## src/sv/msq_pkg.sv

```systemverilog
// Shared types and constants for the minimal square side packing block.
`default_nettype none

package msq_pkg;

  // Width of the square side and of every search bound.
  localparam int unsigned SIDE_W = 50;

  typedef enum logic [2:0] {
    S_IDLE,
    S_DBL_SETUP,
    S_START_A,
    S_DIV_A,
    S_DIV_B,
    S_CMP,
    S_BS_CHECK
  } state_t;

  // Commands from the controller to the datapath.
  typedef struct packed {
    logic load;       // capture a new transaction, hi = 1, lo = 0
    logic x_from_hi;  // test operand x = hi
    logic x_from_mid; // test operand x = midpoint of lo and hi
    logic div_start;  // start the serial divider
    logic div_sel_h;  // divisor is the height (else the width)
    logic save_a;     // keep the first quotient
    logic mul;        // form the product of both quotients
    logic dbl;        // doubling phase: hi = hi * 2
    logic bs_update;  // search phase: move hi or lo by the test result
    logic emit;       // latch hi into the output register
  } cmd_t;

  // Status from the datapath to the controller.
  typedef struct packed {
    logic div_done;
    logic fits;
    logic lo_lt_hi;
  } sts_t;

endpackage

`default_nettype wire

```

## src/sv/msq_div.sv

```systemverilog
// Restoring serial divider: one quotient bit per clock cycle.
`default_nettype none

module msq_div
  import msq_pkg::*;
#(
  parameter int unsigned OPERAND_WIDTH = 32
) (
  input  wire logic                     clk,
  input  wire logic                     rst_n,
  input  wire logic                     start,
  input  wire logic [SIDE_W-1:0]        dividend,
  input  wire logic [OPERAND_WIDTH-1:0] divisor,
  output logic                          done,
  output logic [SIDE_W-1:0]             quotient
);

  localparam int unsigned CNT_W = $clog2(SIDE_W + 1);
  localparam int unsigned OW    = OPERAND_WIDTH;

  logic [CNT_W-1:0]  cnt_r, cnt_nxt;
  logic              done_r, done_nxt;
  logic [SIDE_W-1:0] quo_r, quo_nxt;
  logic [OW-1:0]     rem_r, rem_nxt;
  logic [OW-1:0]     dvs_r, dvs_nxt;
  logic [OW:0]       shifted;
  logic [OW:0]       diff;
  logic              ge;

  always_comb begin
    shifted  = {rem_r, quo_r[SIDE_W-1]};
    diff     = shifted - {1'b0, dvs_r};
    ge       = (shifted >= {1'b0, dvs_r});
    cnt_nxt  = cnt_r;
    done_nxt = 1'b0;
    quo_nxt  = quo_r;
    rem_nxt  = rem_r;
    dvs_nxt  = dvs_r;
    if (start) begin
      cnt_nxt = CNT_W'(SIDE_W);
      quo_nxt = dividend;
      rem_nxt = '0;
      dvs_nxt = divisor;
    end else if (cnt_r != '0) begin
      // The dividend shifts out at the top while quotient bits enter below.
      quo_nxt = {quo_r[SIDE_W-2:0], ge};
      rem_nxt = ge ? diff[OW-1:0] : shifted[OW-1:0];
      cnt_nxt = cnt_r - 1'b1;
      if (cnt_r == CNT_W'(1)) begin
        done_nxt = 1'b1;
      end
    end
  end

  always_ff @(posedge clk) begin
    if (!rst_n) begin
      cnt_r  <= '0;
      done_r <= 1'b0;
    end else begin
      cnt_r  <= cnt_nxt;
      done_r <= done_nxt;
    end
    quo_r <= quo_nxt;
    rem_r <= rem_nxt;
    dvs_r <= dvs_nxt;
  end

  assign done     = done_r;
  assign quotient = quo_r;

endmodule

`default_nettype wire

```

## src/sv/msq_datapath.sv

```systemverilog
// Datapath: operands, search bounds, shared divider, product and fit test.
`default_nettype none

module msq_datapath
  import msq_pkg::*;
#(
  parameter int unsigned OPERAND_WIDTH = 32
) (
  input  wire logic              clk,
  input  wire logic              rst_n,
  input  wire cmd_t              cmd,
  output sts_t                   sts,
  input  wire logic [31:0]       rect_width,
  input  wire logic [31:0]       rect_height,
  input  wire logic [31:0]       rect_count,
  output logic [SIDE_W-1:0]      square_side
);

  localparam int unsigned OW = OPERAND_WIDTH;

  logic [OW-1:0]     w_r, h_r, n_r;
  logic [SIDE_W-1:0] lo_r, hi_r, x_r, out_r;
  logic [OW-1:0]     a_r;
  logic [2*OW-1:0]   prod_r;
  logic [SIDE_W-1:0] mid;
  logic [SIDE_W-1:0] quotient;
  logic [OW-1:0]     q_clamp;
  logic              div_done;
  logic [OW-1:0]     w_in, h_in;

  msq_div #(
    .OPERAND_WIDTH(OW)
  ) u_div (
    .clk      (clk),
    .rst_n    (rst_n),
    .start    (cmd.div_start),
    .dividend (x_r),
    .divisor  (cmd.div_sel_h ? h_r : w_r),
    .done     (div_done),
    .quotient (quotient)
  );

  always_comb begin
    w_in = rect_width[OW-1:0];
    h_in = rect_height[OW-1:0];
    if (w_in == '0) begin
      w_in = OW'(1);
    end
    if (h_in == '0) begin
      h_in = OW'(1);
    end
    mid = lo_r + ((hi_r - lo_r) >> 1);
    // A quotient beyond the operand range already covers any count on its own,
    // so clamping it leaves the outcome of the test unchanged.
    q_clamp = (|quotient[SIDE_W-1:OW]) ? '1 : quotient[OW-1:0];
  end

  always_ff @(posedge clk) begin
    if (cmd.load) begin
      w_r  <= w_in;
      h_r  <= h_in;
      n_r  <= rect_count[OW-1:0];
      hi_r <= SIDE_W'(1);
      lo_r <= '0;
    end
    if (cmd.x_from_hi) begin
      x_r <= hi_r;
    end else if (cmd.x_from_mid) begin
      x_r <= mid;
    end
    if (cmd.save_a) begin
      a_r <= q_clamp;
    end
    if (cmd.mul) begin
      prod_r <= a_r * q_clamp;
    end
    if (cmd.dbl) begin
      hi_r <= {hi_r[SIDE_W-2:0], 1'b0};
    end else if (cmd.bs_update) begin
      if (sts.fits) begin
        hi_r <= x_r;
      end else begin
        lo_r <= x_r + 1'b1;
      end
    end
    if (cmd.emit) begin
      out_r <= hi_r;
    end
  end

  assign sts.div_done = div_done;
  assign sts.fits     = (prod_r >= {{OW{1'b0}}, n_r});
  assign sts.lo_lt_hi = (lo_r < hi_r);
  assign square_side  = out_r;

endmodule

`default_nettype wire

```

## src/sv/msq_ctrl.sv

```systemverilog
// Controller: sequences the doubling phase, the binary search and the result.
`default_nettype none

module msq_ctrl
  import msq_pkg::*;
(
  input  wire logic clk,
  input  wire logic rst_n,
  input  wire logic start,
  output logic      busy,
  output logic      out_valid,
  output cmd_t      cmd,
  input  wire sts_t sts
);

  state_t state_r, state_nxt;
  logic   search_r, search_nxt;
  logic   valid_r, valid_nxt;

  always_ff @(posedge clk) begin
    if (!rst_n) begin
      state_r  <= S_IDLE;
      search_r <= 1'b0;
      valid_r  <= 1'b0;
    end else begin
      state_r  <= state_nxt;
      search_r <= search_nxt;
      valid_r  <= valid_nxt;
    end
  end

  always_comb begin
    state_nxt  = state_r;
    search_nxt = search_r;
    valid_nxt  = 1'b0;
    cmd        = '0;
    case (state_r)
      S_IDLE: begin
        if (start) begin
          cmd.load   = 1'b1;
          search_nxt = 1'b0;
          state_nxt  = S_DBL_SETUP;
        end
      end
      S_DBL_SETUP: begin
        cmd.x_from_hi = 1'b1;
        state_nxt     = S_START_A;
      end
      S_START_A: begin
        cmd.div_start = 1'b1;
        state_nxt     = S_DIV_A;
      end
      S_DIV_A: begin
        if (sts.div_done) begin
          cmd.save_a    = 1'b1;
          cmd.div_start = 1'b1;
          cmd.div_sel_h = 1'b1;
          state_nxt     = S_DIV_B;
        end
      end
      S_DIV_B: begin
        cmd.div_sel_h = 1'b1;
        if (sts.div_done) begin
          cmd.mul   = 1'b1;
          state_nxt = S_CMP;
        end
      end
      S_CMP: begin
        if (search_r) begin
          cmd.bs_update = 1'b1;
          state_nxt     = S_BS_CHECK;
        end else if (sts.fits) begin
          search_nxt = 1'b1;
          state_nxt  = S_BS_CHECK;
        end else begin
          cmd.dbl   = 1'b1;
          state_nxt = S_DBL_SETUP;
        end
      end
      S_BS_CHECK: begin
        if (sts.lo_lt_hi) begin
          cmd.x_from_mid = 1'b1;
          state_nxt      = S_START_A;
        end else begin
          cmd.emit  = 1'b1;
          valid_nxt = 1'b1;
          state_nxt = S_IDLE;
        end
      end
      default: begin
        state_nxt = S_IDLE;
      end
    endcase
  end

  assign busy      = (state_r != S_IDLE);
  assign out_valid = valid_r;

  // The divider finishes only while the controller waits for it.
  assert property (@(posedge clk) disable iff (!rst_n)
    sts.div_done |-> (state_r == S_DIV_A || state_r == S_DIV_B))
    else $error("divider finished outside a wait state");

  // Once the search phase is entered it lasts until the result is out.
  assert property (@(posedge clk) disable iff (!rst_n)
    (search_r && state_r != S_IDLE) |=> (search_r || state_r == S_IDLE))
    else $error("search phase left early");

  // A result is strobed only after the controller has returned to idle.
  assert property (@(posedge clk) disable iff (!rst_n)
    valid_r |-> (state_r == S_IDLE))
    else $error("result strobe outside idle");

endmodule

`default_nettype wire

```

## src/sv/min_square_side_rect_packing.sv

```systemverilog
// Top level of the minimal square side packing block.
//
// Usage: drive in_rect_width, in_rect_height and in_rect_count and raise start;
// the transaction is taken at the rising edge where start is high and busy is
// low. busy stays high while the search runs. The block returns the smallest
// side x with floor(x/w) * floor(x/h) >= count on out_square_side, marked by
// out_valid for exactly one cycle. The receiver cannot stall; the result
// register holds its value until the next result, and a new start is taken in that out_valid cycle.
// Each test of a candidate side runs two 50-step serial divisions on the one
// shared restoring divider, then forms the product and compares it. A
// transaction runs one test per doubling step, one for the passing bound and
// one per search step, at most 98 tests. A new transaction is taken only once
// the previous one has delivered its result.
// Reset returns the controller to idle and drops out_valid; nothing is kept
// between transactions.
`default_nettype none

module min_square_side_rect_packing
  import msq_pkg::*;
#(
  parameter int unsigned OPERAND_WIDTH = 32
) (
  input  wire logic              clk,
  input  wire logic              rst_n,
  input  wire logic              start,
  output logic                   busy,
  input  wire logic [31:0]       in_rect_width,
  input  wire logic [31:0]       in_rect_height,
  input  wire logic [31:0]       in_rect_count,
  output logic                   out_valid,
  output logic [SIDE_W-1:0]      out_square_side
);

  cmd_t cmd;
  sts_t sts;

  msq_ctrl u_ctrl (
    .clk       (clk),
    .rst_n     (rst_n),
    .start     (start),
    .busy      (busy),
    .out_valid (out_valid),
    .cmd       (cmd),
    .sts       (sts)
  );

  msq_datapath #(
    .OPERAND_WIDTH(OPERAND_WIDTH)
  ) u_dp (
    .clk         (clk),
    .rst_n       (rst_n),
    .cmd         (cmd),
    .sts         (sts),
    .rect_width  (in_rect_width),
    .rect_height (in_rect_height),
    .rect_count  (in_rect_count),
    .square_side (out_square_side)
  );

  // An accepted transaction makes the block busy.
  assert property (@(posedge clk) disable iff (!rst_n)
    (start && !busy) |=> busy)
    else $error("accepted transaction did not raise busy");

  // A result strobe lasts one cycle.
  assert property (@(posedge clk) disable iff (!rst_n)
    out_valid |=> !out_valid)
    else $error("result strobe longer than one cycle");

  // busy drops only together with a delivered result.
  assert property (@(posedge clk) disable iff (!rst_n)
    ($past(rst_n) && $fell(busy)) |-> out_valid)
    else $error("busy dropped without a result");

endmodule

`default_nettype wire

```

## config.mk

```make
export PLATFORM = sky130hd
export DESIGN_NAME = min_square_side_rect_packing
export DESIGN_NICKNAME = d
export VERILOG_FILES = /design/src/sv/msq_pkg.sv /design/src/sv/msq_div.sv /design/src/sv/msq_datapath.sv /design/src/sv/msq_ctrl.sv /design/src/sv/min_square_side_rect_packing.sv
export SDC_FILE = /design/constraint.sdc
export NUM_CORES = 2
export LEC_CHECK = 0
export BUFFER_PORTS_ARGS = -buffer_cell sky130_fd_sc_hd__buf_4
export CORE_MARGIN = 2
export CORE_UTILIZATION = 50
export DETAILED_ROUTE_END_ITERATION = 10
export GPL_TIMING_DRIVEN = 0
export PLACE_DENSITY = 0.76
export SLEW_MARGIN = 20
export SYNTH_ARGS = -nofsm -noshare
export SYNTH_HDL_FRONTEND = slang
export SYNTH_SLANG_ARGS = --single-unit
export TNS_END_PERCENT = 30
```

## constraint.sdc

```tcl
create_clock -name clk -period 10.6 [get_ports clk]
set_input_delay 2.12 -clock clk [delete_from_list [all_inputs] [get_ports clk]]
set_output_delay 2.12 -clock clk [all_outputs]
set_load 0.02 [all_outputs]
```

* Word level (Yosys, flattened, before mapping)
Cells that the tools add are included.
Word-level totals: latch bits 0, register bits 518, output and inout bits 52, input bits 99, memories kept 0, memory bits (writable) 0, logic and storage cells 99, memory bits (read-only) 0
Operators by class: multiply operators 1, multiplexer cells 46, $add $sub $neg 5, order comparisons 3, div/mod/pow operators 0, shift-type cells 0, bitwise logic cells 2, equal/unequal tests 10, reduce and logical (&&, ||, !) cells 13
Operator list (count):
- $mux 50 | 12
- $mux 32 | 3
- $ge 64x32->1 | 1
- $logic_not 32->1 | 2
- $mul 32x32->64 | 1
- $add 50x1->50 const B | 1
- $add 50x49->50 | 1
- $lt 50x50->1 | 1
- $sub 50x50->50 | 1
- $ge 33x32->1 | 1
- $sub 32x32->32 | 1
- $pmux 3 s7 | 1
- $mux 3 | 6
- $reduce_or 18->1 | 1
- $mux 1 | 17
- $mux 6 | 2
- $eq 3x3->1 const B | 3
- $eq 3x2->1 const B | 2
- $eq 6x1->1 const B | 1
- $pmux 1 s2 | 3
- $reduce_bool 2->1 | 3
- $reduce_bool 6->1 | 1
- $sub 6x1->6 const B | 1
- $mux 2 | 2
- other kinds (10) | 12

* Depth between registers and ports, before layout
depth after elaboration 6, depth in mapped cells 34, gate-level depth less buffers 30

* By module
Synthesis repeated with hierarchy kept, for this count alone.
Unflattened totals: cell total of the unflattened synthesis 6373, area, all modules 62082.0 sq um
Modules (own cells, without submodules):
- msq_datapath | sequential area each 10770.3 sq um, times used 1, cells an instance 5666, area each 54835.1 sq um
- msq_div | sequential area each 3243.1 sq um, times used 1, cells an instance 667, area each 6881.6 sq um
- msq_ctrl | sequential area each 100.1 sq um, times used 1, cells an instance 40, area each 365.4 sq um

* Worst setup path after synthesis
No wires, ideal clock.
path kind register to register, start register u_dp.u_div.quo_r[32], in the netlist u_dp.u_div.quotient[32], end register u_dp.prod_r[57], data pin, setup slack 1.608 ns, arrival time 8.727 ns, data required time 10.335 ns, setup time 0.265 ns, stages on the path, launching flop included 32, path buffers 4, period minus slack after synthesis 8.992 ns, cells stage by stage edfxtp_1 -> or4_1 -> nor4_1 -> clkbuf_1 -> buf_2 -> nand2b_1 -> clkbuf_1 -> and2_1 -> fa_1 -> fa_1 -> inv_1 -> fa_1 -> fa_1 -> inv_1 -> fa_1 -> fa_1 -> fa_1 -> inv_1 -> fa_1 -> inv_1 -> ha_1 -> clkbuf_1 -> a21oi_1 -> o21ai_0 -> a31oi_1 -> o21ai_0 -> a211oi_1 -> o21ai_1 -> a31oi_1 -> nor2_1 -> a311o_1 -> xor2_1
Between the ends: cells in the longest elaborated chain, start to end 3
Ends and longest elaborated chain:
- start, declared | RTL line msq_div.sv:23 | logic [SIDE_W-1:0] quo_r, quo_nxt;
- start signal, assigned | RTL line msq_div.sv:63 | quo_r <= quo_nxt;
- $reduce_or 18->1 | RTL line msq_datapath.sv:55 | q_clamp = (|quotient[SIDE_W-1:OW]) ? '1 : quotient[OW-1:0];
- $mux 32 | RTL line msq_datapath.sv:55
- $mul 32x32->64 | RTL line msq_datapath.sv:75 | prod_r <= a_r * q_clamp;
- end signal, assigned | RTL line msq_datapath.sv:75
- end, declared | RTL line msq_datapath.sv:24 | logic [2*OW-1:0] prod_r;
No other way between the ends. A chain may end at the register's enable or synchronous reset.

* Worst setup path after layout
start register u_dp.u_div.quo_r[32], in the netlist u_dp.u_div.quotient[32], end register u_dp.prod_r[58], data pin
Same word-level chain as after synthesis.

==> results.yml <==
power_and_ir_drop:
  p_leak_nw: 30.4
  ir_worst_vdd_mv: 0.175
  power_per_cell_area_nw_per_um2: 96.5
critical_path:
  required_ps: 11030
  rr_startpoint: "u_dp.u_div.quotient[32]"
  cp-end-kind: "flip-flop"
  cp_top_family: "adder cells"
  cp_slowest_cell: "fa_1"
  crit_buf_inv: 5
  cp-start-kind: "flip-flop"
  startpoint: "u_dp.u_div.quotient[32]"
  crit_type: "flip-flop to flip-flop"
  critPathMaxStageDelay_ps: 600
  cp_common_cell: "fa_1"
  critPathMaxFanout: 10
  crit_arrival_ps: 10760
timing:
  fin_crit_sh_pct: 97.5
  max_slew.worst_pin.slew_ps: 1350
  setup_tns_ps: 0
  rsz0062_at_grt: "no"
  fin_ws_ps: 270
  finalSetupViolCount: 0
  drv_slew: 0
  fin_crit_ps: 10330
  skew_ps: 43.6
  whs_ps: 491
  slew_headroom_pct: 9.89
  hold_violations: 0
  max_freq_ghz: 0.0968
synthesis:
  yosysTopAreaCellShare_pct: 29.3
  synthArstFlopShare_pct: 0
  syn_inst: 6433
  yosysWarnings: 0
  seq_area_frac_synth_pct: 23.0
  netlist_top_cells_area: "fa_1, edfxtp_1, ha_1"
  synth_edf_count: 374
  netlist_area_um2: 61300
  ys_ff_latch: 518
  syn_avg_cell_area_um2: 9.53
  ys_types: 83
  yosys.area.top_type: "fa_1"
  synth_top_flop_cell: "edfxtp_1"
  synth_nets: 7861
clocking:
  hold_buffers: 0
  numCtsBuffers: 60
  clkTransAtPathRegs_ps: 60
  cts_setup_buffers: 0
  htree_levels: 2
  cts_sinks: 518
  clk_latency_ps: 710
  cts_tree: "done"
  cts.path.max_buffers: 3
  clock-root-buffer: "clkbuf_16"
layout:
  final_util_pct: 55.0
  drive_gt1_share_pct: 6.67
  nNetsFinal: 8080
  layout.cells.non_filler: 8336
  syn_to_final_growth_pct: 9.16
min_path:
  hold_class: "flip-flop to flip-flop"
  min_from: "u_dp.u_div.rem_r[12]"
die:
  row_count: 128
  num_io_pins: 151
  die_h_um: 354
  die_area_um2: 125000
  coreArea_um2: 122000
  die_width_um: 354
  floorplan.initialDensity_pct: 50.4
routing:
  totalWireLength_um: 207000
  avgRoutedWirePerCell_um: 24.8
  drt-initial-drc-count: 4070
  viasPerCell: 5.73
  drc: 0
  via_count: 47700
  firstDrtPassIters: 7
  postRouteAntennaNets: 0
global_routing:
  grt_pass1_wl_um: 307000
  grt_use_total_pct: 33.1
  busiest_layer: "met2"
  overflow: 0
  met2_usage_pct: 53.3
  grt_max_degree: 66
  gr-usage-met1_pct: 40.2
  grt_pass1_vias: 49200
  grt_use_met3_pct: 5.99
  antenna_found_initial: 15
placement:
  pre_cts_ws_ps: -666
  place_congestion: 1.05
  hpwl_um: 166000
  io_buffer_count: 149
  dp_cells: 8216
status:
  status: "finished, final reports clean"
run:
  cap_violations: 0
==> logic make-up after synthesis <==
kind of cell / share of synthesized area (%)
AND/OR/NAND/NOR: 16.2
buffers and inverters: 8.86
adder cells (fa/ha/maj): 38.1
AO/OA/AOI/OAI: 8.12
flip-flops: 23.0
XOR/XNOR: 3.21
multiplexers: 2.43
==> where the power goes <==
part	internal (mW)	switching (mW)	total, mW
logic	0.613	0.999	1.61
registers	2.50	0.156	2.65
clock network	1.24	0.955	2.20
total	4.35	2.11	6.46
==> tightest hold or removal path: cells and delay by family (launching register included) <==
family | cells | cell delay [ps]
flops | 1 | 330
simple gates | 1 | 50
compound gates | 1 | 60
==> flip-flops by register name (all words and copies together) (netlist names), 3 cells and up <==
signal,flops
u_dp.u_div.cnt_r,6
u_dp.u_div.rem_r,32
u_dp.hi_r,50
u_dp.x_r,50
u_dp.lo_r,50
u_dp.n_r,32
u_dp.a_r,32
u_dp.prod_r,64
u_ctrl.state_r,3
u_dp.w_r,32
u_dp.h_r,32
u_dp.u_div.dvs_r,32
u_dp.u_div.quotient,50
u_dp.square_side,50
==> final cells by class <==
cell class,count,area (µm²)
inverter,1054,3960
multi-input combinational,4473,41900
clock buffer,72,1640
timing repair buffer,158,1310
clock inverter,42,440
sequential,518,14100
antenna,7,17.5
buffer,387,1530
tap,1625,2030
fill,10900,54800
==> stage by stage <==
| stage | total power, mW | cell area, µm² |
|---|---|---|
| floorplan | 3.77 | 61300 |
| global placement | 4.20 | 64500 |
| detailed placement | 4.25 | 64700 |
| CTS | 6.45 | 66800 |
| global route | 6.75 | 66900 |
| finish | 6.46 | 66900 |
==> layer usage <==
metal	routed length, µm	vias to the layer above
li1	-	21000
met1	76800	23800
met2	94800	2272
met3	17400	661
met4	17700	10
met5	66	-
==> worst paths after layout <==
check,cells after the start,slack [ps],end
min,2,490,u_dp.u_div.rem_r[12]
min reg2reg,2,490,u_dp.u_div.rem_r[12]
max reg2reg,27,270,u_dp.prod_r[58]
max,27,270,u_dp.prod_r[58]
==> cell usage in the layout (no fill, tap or decap), types with 164 or more instances in the layout <==
cell,n
a21oi_1,236
and2_1,602
clkbuf_1,329
edfxtp_1,374
fa_1,898
ha_1,428
inv_1,1050
nand2_1,716
nand3_1,164
o21ai_0,240
==> repair_timing <==
action                                  in CTS  in global routing
resized for setup                           19                 70
cloned                                       0                  0
endpoints found under the setup margin      23                 16
==> synthesized netlist by cell type, types with 11 or more instances <==
cell,n
a211oi_1,19
a21o_1,103
a21oi_1,238
a31oi_1,31
and2_1,602
and3_1,22
buf_1,21
buf_2,12
clkbuf_1,354
dfxtp_1,144
edfxtp_1,374
fa_1,899
ha_1,430
inv_1,1052
mux2_2,81
mux2i_1,58
nand2_1,716
nand2b_1,59
nand3_1,164
nand4_1,75
nor2_1,161
nor2b_1,26
nor3_1,38
nor4_1,42
o211ai_1,15
o21a_1,30
o21ai_0,242
o21bai_1,34
o31ai_1,12
or3_1,11
xnor2_1,156
xor2_1,69
Power figures use the tool's default switching activity.
